## src/hw/rtl/bgs_pkg.sv

```systemverilog
// ----------------------------------------------------------------------------
// bgs_pkg
// Shared types and constants of the bilinear grid sampler.
// ----------------------------------------------------------------------------
`default_nettype none

package bgs_pkg;

  localparam int unsigned GRID_DIM_DEF = 256;
  localparam int unsigned FRAC_BITS    = 8;
  localparam int unsigned HEIGHT_BITS  = 20;
  localparam int unsigned POS_BITS     = 16;
  localparam int unsigned CELL_BITS    = 8;
  localparam int unsigned GSIZE_BITS   = 9;
  localparam int unsigned IPOS_BITS    = POS_BITS - FRAC_BITS;
  // corner weight: product of two (FRAC_BITS+1)-bit factors, at most 2^(2*FRAC_BITS)
  localparam int unsigned WGT_BITS     = 2 * FRAC_BITS + 1;
  localparam int unsigned PROD_BITS    = HEIGHT_BITS + WGT_BITS + 1;

  localparam logic [GSIZE_BITS-1:0] GSIZE_RESET = GSIZE_BITS'(256);

  typedef enum logic [0:0] {
    OP_WRITE  = 1'b0,
    OP_SAMPLE = 1'b1
  } op_e;

  typedef logic signed [HEIGHT_BITS-1:0] height_t;
  typedef logic        [WGT_BITS-1:0]    weight_t;
  typedef logic signed [PROD_BITS-1:0]   prod_t;

  typedef struct packed {
    op_e                   opcode;
    logic [CELL_BITS-1:0]  cell_x;
    logic [CELL_BITS-1:0]  cell_y;
    height_t               height_value;
    logic [POS_BITS-1:0]   sample_x;
    logic [POS_BITS-1:0]   sample_y;
  } bgs_req_t;

  typedef struct packed {
    height_t sampled_height;
    logic    out_of_range;
  } bgs_rsp_t;

  // sample control handed from the address stage to the blend pipeline
  typedef struct packed {
    logic    valid;
    logic    oor;
    weight_t w00;
    weight_t w10;
    weight_t w01;
    weight_t w11;
  } bgs_ctl_t;

endpackage

`default_nettype wire

```

## src/hw/rtl/bgs_blend.sv

```systemverilog
// ----------------------------------------------------------------------------
// bgs_blend
// Weighted sum of the four corners, rounding and saturation, result register.
// ----------------------------------------------------------------------------
`default_nettype none

module bgs_blend import bgs_pkg::*; (
  input  wire logic     clk_i,
  input  wire logic     rst_ni,
  input  wire bgs_ctl_t ctl_i,
  input  wire height_t  rd_a_i,
  input  wire height_t  rd_b_i,
  output logic          valid_o,
  output bgs_rsp_t      rsp_o
);

  localparam prod_t HALF = prod_t'(1) <<< (2 * FRAC_BITS - 1);
  localparam prod_t HMAX = prod_t'({1'b0, {(HEIGHT_BITS-1){1'b1}}});
  localparam prod_t HMIN = ~HMAX;

  // first product stage: lower row is on the read ports
  logic    v2_q, oor2_q;
  weight_t w01_q, w11_q;
  prod_t   m0_q, m1_q;
  // second product stage: upper row is on the read ports
  logic    v3_q, oor3_q;
  prod_t   s01_q, m2_q, m3_q;
  logic    valid_q;
  bgs_rsp_t rsp_q;

  prod_t   m0_d, m1_d, m2_d, m3_d;
  prod_t   sum, rnd, clamped;

  always_comb begin
    m0_d = prod_t'(rd_a_i) * prod_t'($signed({1'b0, ctl_i.w00}));
    m1_d = prod_t'(rd_b_i) * prod_t'($signed({1'b0, ctl_i.w10}));
    m2_d = prod_t'(rd_a_i) * prod_t'($signed({1'b0, w01_q}));
    m3_d = prod_t'(rd_b_i) * prod_t'($signed({1'b0, w11_q}));
  end

  always_comb begin
    sum = s01_q + m2_q + m3_q + HALF;
    rnd = sum >>> (2 * FRAC_BITS);
    if (rnd > HMAX) begin
      clamped = HMAX;
    end else if (rnd < HMIN) begin
      clamped = HMIN;
    end else begin
      clamped = rnd;
    end
  end

  always_ff @(posedge clk_i or negedge rst_ni) begin
    if (!rst_ni) begin
      v2_q    <= 1'b0;
      v3_q    <= 1'b0;
      valid_q <= 1'b0;
    end else begin
      v2_q    <= ctl_i.valid;
      v3_q    <= v2_q;
      valid_q <= v3_q;
    end
  end

  always_ff @(posedge clk_i) begin
    oor2_q <= ctl_i.oor;
    w01_q  <= ctl_i.w01;
    w11_q  <= ctl_i.w11;
    m0_q   <= m0_d;
    m1_q   <= m1_d;
    oor3_q <= oor2_q;
    s01_q  <= m0_q + m1_q;
    m2_q   <= m2_d;
    m3_q   <= m3_d;
    if (oor3_q) begin
      rsp_q.sampled_height <= '0;
      rsp_q.out_of_range   <= 1'b1;
    end else begin
      rsp_q.sampled_height <= height_t'(clamped);
      rsp_q.out_of_range   <= 1'b0;
    end
  end

  assign valid_o = valid_q;
  assign rsp_o   = rsp_q;

endmodule

`default_nettype wire

```

## config.mk

```make
export PLATFORM = sky130hd
export DESIGN_NAME = bgs_blend
export DESIGN_NICKNAME = d
export VERILOG_FILES = /design/src/hw/rtl/bgs_pkg.sv /design/src/hw/rtl/bgs_blend.sv
export SDC_FILE = /design/constraint.sdc
export NUM_CORES = 2
export LEC_CHECK = 0
export ABC_CLOCK_PERIOD_IN_PS = 10820
export BUFFER_PORTS_ARGS = -buffer_cell sky130_fd_sc_hd__buf_2
export CAP_MARGIN = 20
export CORE_MARGIN = 1.5
export CORE_UTILIZATION = 40
export CTS_BUF_LIST = sky130_fd_sc_hd__clkbuf_2
export CTS_CLUSTER_DIAMETER = 40
export DETAILED_ROUTE_END_ITERATION = 8
export GPL_TIMING_DRIVEN = 0
export PLACE_DENSITY = 0.56
export REMOVE_ABC_BUFFERS = 1
export SKIP_LAST_GASP = 1
export SYNTH_ARGS = -nofsm -noshare
export SYNTH_HDL_FRONTEND = slang
export SYNTH_SLANG_ARGS = --single-unit
```

## constraint.sdc

```tcl
create_clock -name clk_i -period 10.82 [get_ports clk_i]
set_input_delay 1.082 -clock clk_i [delete_from_list [all_inputs] [get_ports clk_i]]
set_output_delay 1.082 -clock clk_i [all_outputs]
set_load 0.01 [all_outputs]
```

==> Word level (Yosys, flattened, before mapping) <==
Index checks and enable logic that the tools add are counted.
{ "classes": {"addsub": 4, "mul": 4, "order_cmp": 2, "muxes": 3, "n_reduce_logical": 1} }
{ "ops": {"columns": ["cell", "count"], "rows": [
  ["multiplier 20 x 18 -> 38 bit", 4],
  ["adder 38 bit", 3],
  ["adder 38 x 17 -> 38 bit, second input constant", 1],
  ["greater-than comparator 22 x 20 -> 1 bit, second input constant", 1],
  ["< comparator 22 x 20 -> 1 bit, second input constant", 1],
  ["two-way mux 20 bit", 1],
  ["two-way mux 19 bit", 1],
  ["OR reduction 2 bit", 1],
  ["two-way mux 1 bit", 1]
]} }
{ "word_totals": {"register_bits": 250, "elab_cells": 29} }

==> Depth between registers and ports, before layout <==
{ "depth": {"word_depth": 6, "ltp_mapped": 26, "depth_no_buf": 25} }

==> Least setup slack after synthesis <==
Ideal clock, no wire load.
{ "synth_path": {"path_kind": "in2reg", "from": "in ctl_i[47] in the netlist's numbering", "to": "reg m1_q[37]", "setup_ns": 0.072, "arrival_ns": 6.826, "setup_slack_ns": 3.921, "cell_stages": 23, "n_path_buf": 2, "path_cell_list": "clkbuf_1 > clkbuf_1 > nand2_1 > fa_1 > inv_1 > fa_1 > fa_1 > fa_1 > fa_1 > inv_1 > fa_1 > inv_1 > ha_1 > a21oi_1 > o21ai_0 > o32ai_1 > inv_1 > o311a_1 > a311oi_1 > o41ai_1 > a221oi_1 > o21bai_1 > xnor2_1"} }
{ "synth_via": {"elab_chain_cells": 1} }
{ "synth_lines": {"columns": ["element", "line_no", "rtl"], "rows": [
  ["start, declared", "bgs_blend.sv:10", "input wire bgs_ctl_t ctl_i,"],
  ["multiplier 20 x 18 -> 38 bit", "bgs_blend.sv:36", "m1_d = prod_t'(rd_b_i) * prod_t'($signed({1'b0, ctl_i.w10}));"],
  ["named net m1_d[37]", "bgs_blend.sv:31", "prod_t m0_d, m1_d, m2_d, m3_d;"],
  ["end signal, assigned", "bgs_blend.sv:70", "m1_q <= m1_d;"],
  ["end, declared", "bgs_blend.sv:24", "prod_t m0_q, m1_q;"]
]} }
The timed path passes the listed nets, and every way through them passes these cells.
A chain may end at the register's enable or synchronous reset.

==> Worst setup path in the final report <==
{ "layout_path": {"from": "reg w01_q[9]", "to": "reg m2_q[36]"} }
{ "layout_via": {"elab_chain_cells": 1} }
{ "layout_lines": {"columns": ["element", "line_no", "rtl"], "rows": [
  ["start, declared", "bgs_blend.sv:23", "weight_t w01_q, w11_q;"],
  ["start signal, assigned", "bgs_blend.sv:67", "w01_q <= ctl_i.w01;"],
  ["multiplier 20 x 18 -> 38 bit", "bgs_blend.sv:37", "m2_d = prod_t'(rd_a_i) * prod_t'($signed({1'b0, w01_q}));"],
  ["named net m2_d[36]", "bgs_blend.sv:31", null],
  ["end signal, assigned", "bgs_blend.sv:73", "m2_q <= m2_d;"],
  ["end, declared", "bgs_blend.sv:27", "prod_t s01_q, m2_q, m3_q;"]
]} }
The timed path passes the listed nets, and every way through them passes these cells.

==> impl_metrics.ini <==
[floorplanning]
row_count = 143
die_area_um2 = 155000
initial_core_util_pct = 40.2
pin_count = 134
core_area_um2 = 152000
die_h_um = 394
die_width_um = 394

[run]
cap_violations = 0

[global_routing]
gr-usage-all-layers_pct = 20.8
number_of_global_route_vias_before_repair = 47800
grt_first_pass_wirelength_um = 255000
antenna_found_initial = 9
grt_start_max_net_pins = 35
gr-total-overflow = 0

[routing]
drtAntennaViolNets = 0
drc = 0
routed_wirelength_um = 153000
drt-wirelength-per-cell_um = 17.3
via_per_inst = 4.84
drt_pass1_iterations = 7
via_count = 42800
drtIter0Drc = 1829

[synthesis]
ys_types = 72
yosys-top-cells-count = sky130_fd_sc_hd__inv_1 (1876), sky130_fd_sc_hd__fa_1 (1401), sky130_fd_sc_hd__nand2_1 (775)
yosysWarningCount = 0
synth.area.top_cells = sky130_fd_sc_hd__fa_1 (46%), sky130_fd_sc_hd__inv_1 (12%), sky130_fd_sc_hd__ha_1 (9.9%)
most_frequent_cell_after_synthesis = sky130_fd_sc_hd__inv_1
postSynthAreaPerCell_um2 = 9.04
cells_after_synthesis = 6762
synthArstFlopShare_pct = 1.20
synth_top_area_share_pct = 45.9
synth_enable_flop_cells = 0
synth_ff_type = sky130_fd_sc_hd__dfxtp_1
ys_seq_area_share_pct = 8.21
synth_top_area_cell = sky130_fd_sc_hd__fa_1
synth-seq-cells = 250
post_synth_instance_area_um2 = 61100

[clock_tree]
root_buffer_master = sky130_fd_sc_hd__clkbuf_2
number_of_buffers_created_by_cts = 76
clkSlewWorstSetupHoldPaths_ns = 0.10
h_tree_lvls = 3
tritoncts = yes
clk-insertion-delay-late_ns = 1.26
cts_post_setup_buffers_inserted = 0
max-clock-path-buffers = 3
clock_sink_count = 250
cts_resized = 0

[status]
outcome = completed

[final_layout]
stdcell_area_um2 = 64500
filler_cell_count = 15200
area.growth.synth_to_final_pct = 5.51
final_core_util_pct = 42.5
nNetsFinal = 8739
final_layout_size_suffix_gt1_share_pct = 4.23

[placed_design]
portBuffers = 133
hpwl_um = 121000
detailed_place.area_um2 = 63300
gpl.final_weighted_congestion = 0.850

[timing]
finalCriticalPeriod_ns = 7.50
grt_setup_unrepaired = no
tightestPinTransition_ns = 1.16
post-route-period-util_pct = 69.3
hold_ws_ns = 0.342
finalSetupViolations = 0
setup_total_negative_slack_ns = 0
slew_headroom_pct = 22.4
fin_worst_skew_ns = 0.138
maxClockFrequency_mhz = 133
timing.final.hold_violations = 0
report.final.slew_viol_count = 0

[setup_path]
path_max_fanout = 20
path_class = reg -> reg
worst_ep_required_time_ns = 11.88
crit_arrival_ns = 8.55
timing.critical_path.from_type = flop
cp-end-kind = flop

[min_path]
hold_path_class = reg -> reg
[flip-flops by register name (all words and copies together), names as in the netlist]
register  cells
m0_q         38
m1_q         38
m2_q         38
m3_q         38
oor2_q        1
oor3_q        1
rsp_o        21
s01_q        38
v2_q          1
v3_q          1
valid_o       1
w01_q        17
w11_q        17
[final timing paths]
check                              start  depth (start not counted)  slack, ns        to
worst max-delay path            w01_q[9]                         21       3.32  m2_q[36]
worst min-delay path              oor2_q                          0       0.34    oor3_q
worst max register to register  w01_q[9]                         21       3.32  m2_q[36]
worst min register to register    oor2_q                          0       0.34    oor3_q
max in group asynchronous         rst_ni                          3       9.95      v2_q
min in group asynchronous         rst_ni                          3       0.73   valid_o
[cell usage in the layout, fill, tap and decap left out, types with 14 or more instances in the layout]
master / instances
sky130_fd_sc_hd__inv_1: 1876
sky130_fd_sc_hd__fa_1: 1401
sky130_fd_sc_hd__nand2_1: 775
sky130_fd_sc_hd__and2_1: 686
sky130_fd_sc_hd__ha_1: 483
sky130_fd_sc_hd__dfxtp_1: 247
sky130_fd_sc_hd__a21oi_1: 187
sky130_fd_sc_hd__xnor2_1: 156
sky130_fd_sc_hd__buf_2: 133
sky130_fd_sc_hd__clkbuf_2: 103
sky130_fd_sc_hd__nor2_1: 101
sky130_fd_sc_hd__a21o_1: 92
sky130_fd_sc_hd__o21ai_0: 90
sky130_fd_sc_hd__xor2_1: 52
sky130_fd_sc_hd__dlygate4sd3_1: 38
sky130_fd_sc_hd__nand3_1: 33
sky130_fd_sc_hd__nor3_1: 29
sky130_fd_sc_hd__o21a_1: 28
sky130_fd_sc_hd__and3_1: 20
sky130_fd_sc_hd__nor2b_1: 20
sky130_fd_sc_hd__o21bai_1: 20
sky130_fd_sc_hd__a31oi_1: 17
sky130_fd_sc_hd__nand2b_1: 16
sky130_fd_sc_hd__clkinv_1: 16
sky130_fd_sc_hd__o211ai_1: 15
sky130_fd_sc_hd__a211oi_1: 14
[worst max-delay path, cell delays in order (launching register included)]
cell and delay [ns]:
sky130_fd_sc_hd__dfxtp_1 1.08, sky130_fd_sc_hd__nand2_1 0.21, sky130_fd_sc_hd__fa_1 0.59, sky130_fd_sc_hd__inv_1 0.05, sky130_fd_sc_hd__fa_1 0.48, sky130_fd_sc_hd__fa_1 0.58
sky130_fd_sc_hd__fa_1 0.43, sky130_fd_sc_hd__fa_1 0.49, sky130_fd_sc_hd__inv_1 0.06, sky130_fd_sc_hd__fa_1 0.55, sky130_fd_sc_hd__inv_1 0.06, sky130_fd_sc_hd__ha_1 0.36
sky130_fd_sc_hd__a21oi_1 0.22, sky130_fd_sc_hd__a21oi_1 0.10, sky130_fd_sc_hd__a311o_1 0.35, sky130_fd_sc_hd__a221oi_1 0.23, sky130_fd_sc_hd__o21ai_0 0.21, sky130_fd_sc_hd__a31oi_1 0.34
sky130_fd_sc_hd__a21oi_1 0.11, sky130_fd_sc_hd__a21oi_1 0.37, sky130_fd_sc_hd__o21a_1 0.20, sky130_fd_sc_hd__xnor2_1 0.24
[through the flow]
step / setup slack [ns] / instances
after floorplan: 4.18 / 6494
after global placement: 2.65 / 8657
after detailed placement: 2.59 / 8657
after CTS: 3.34 / 8833
after global routing: 2.81 / 8837
final: 3.32 / 8840
[area by class of cell]
type                       count  area, µm²  area share, %
antenna                        7       17.5         0.0272
clock buffer                 103        515          0.799
clock inverter                35        267          0.413
inverter                    1876       7040           10.9
multi-input combinational   4368      48100           74.5
sequential                   250       5020           7.78
tap                         2030       2540           3.94
timing repair buffer         171       1050           1.62
[logic make-up after synthesis]
group | synth area share [%]
buffers and inverters | 13.2
adder cells (fa/ha/maj) | 55.8
AND/OR/NAND/NOR | 14.0
AO/OA/AOI/OAI | 5.81
flip-flops | 8.21
XOR/XNOR | 2.98
multiplexers | 0.0491
[what timing repair did]
action / CTS / global route
endpoints found under the setup margin: 0 / 0
endpoints found under the hold margin: 39 / 0
hold buffers: 38 / 0
[metal layers]
metal / wire length (µm) / up-vias / GRT usage [%]
met5: 7 / - / 0
met2: 78500 / 759 / 37.2
met4: 4580 / 2 / 6.46
met1: 64500 / 22200 / 26.4
li1: - / 19600 / -
met3: 5590 / 214 / 2.21
Power is left out: the tool's default activity adds up to more than one toggle a clock period on the data nets, which glitch-free logic cannot reach.
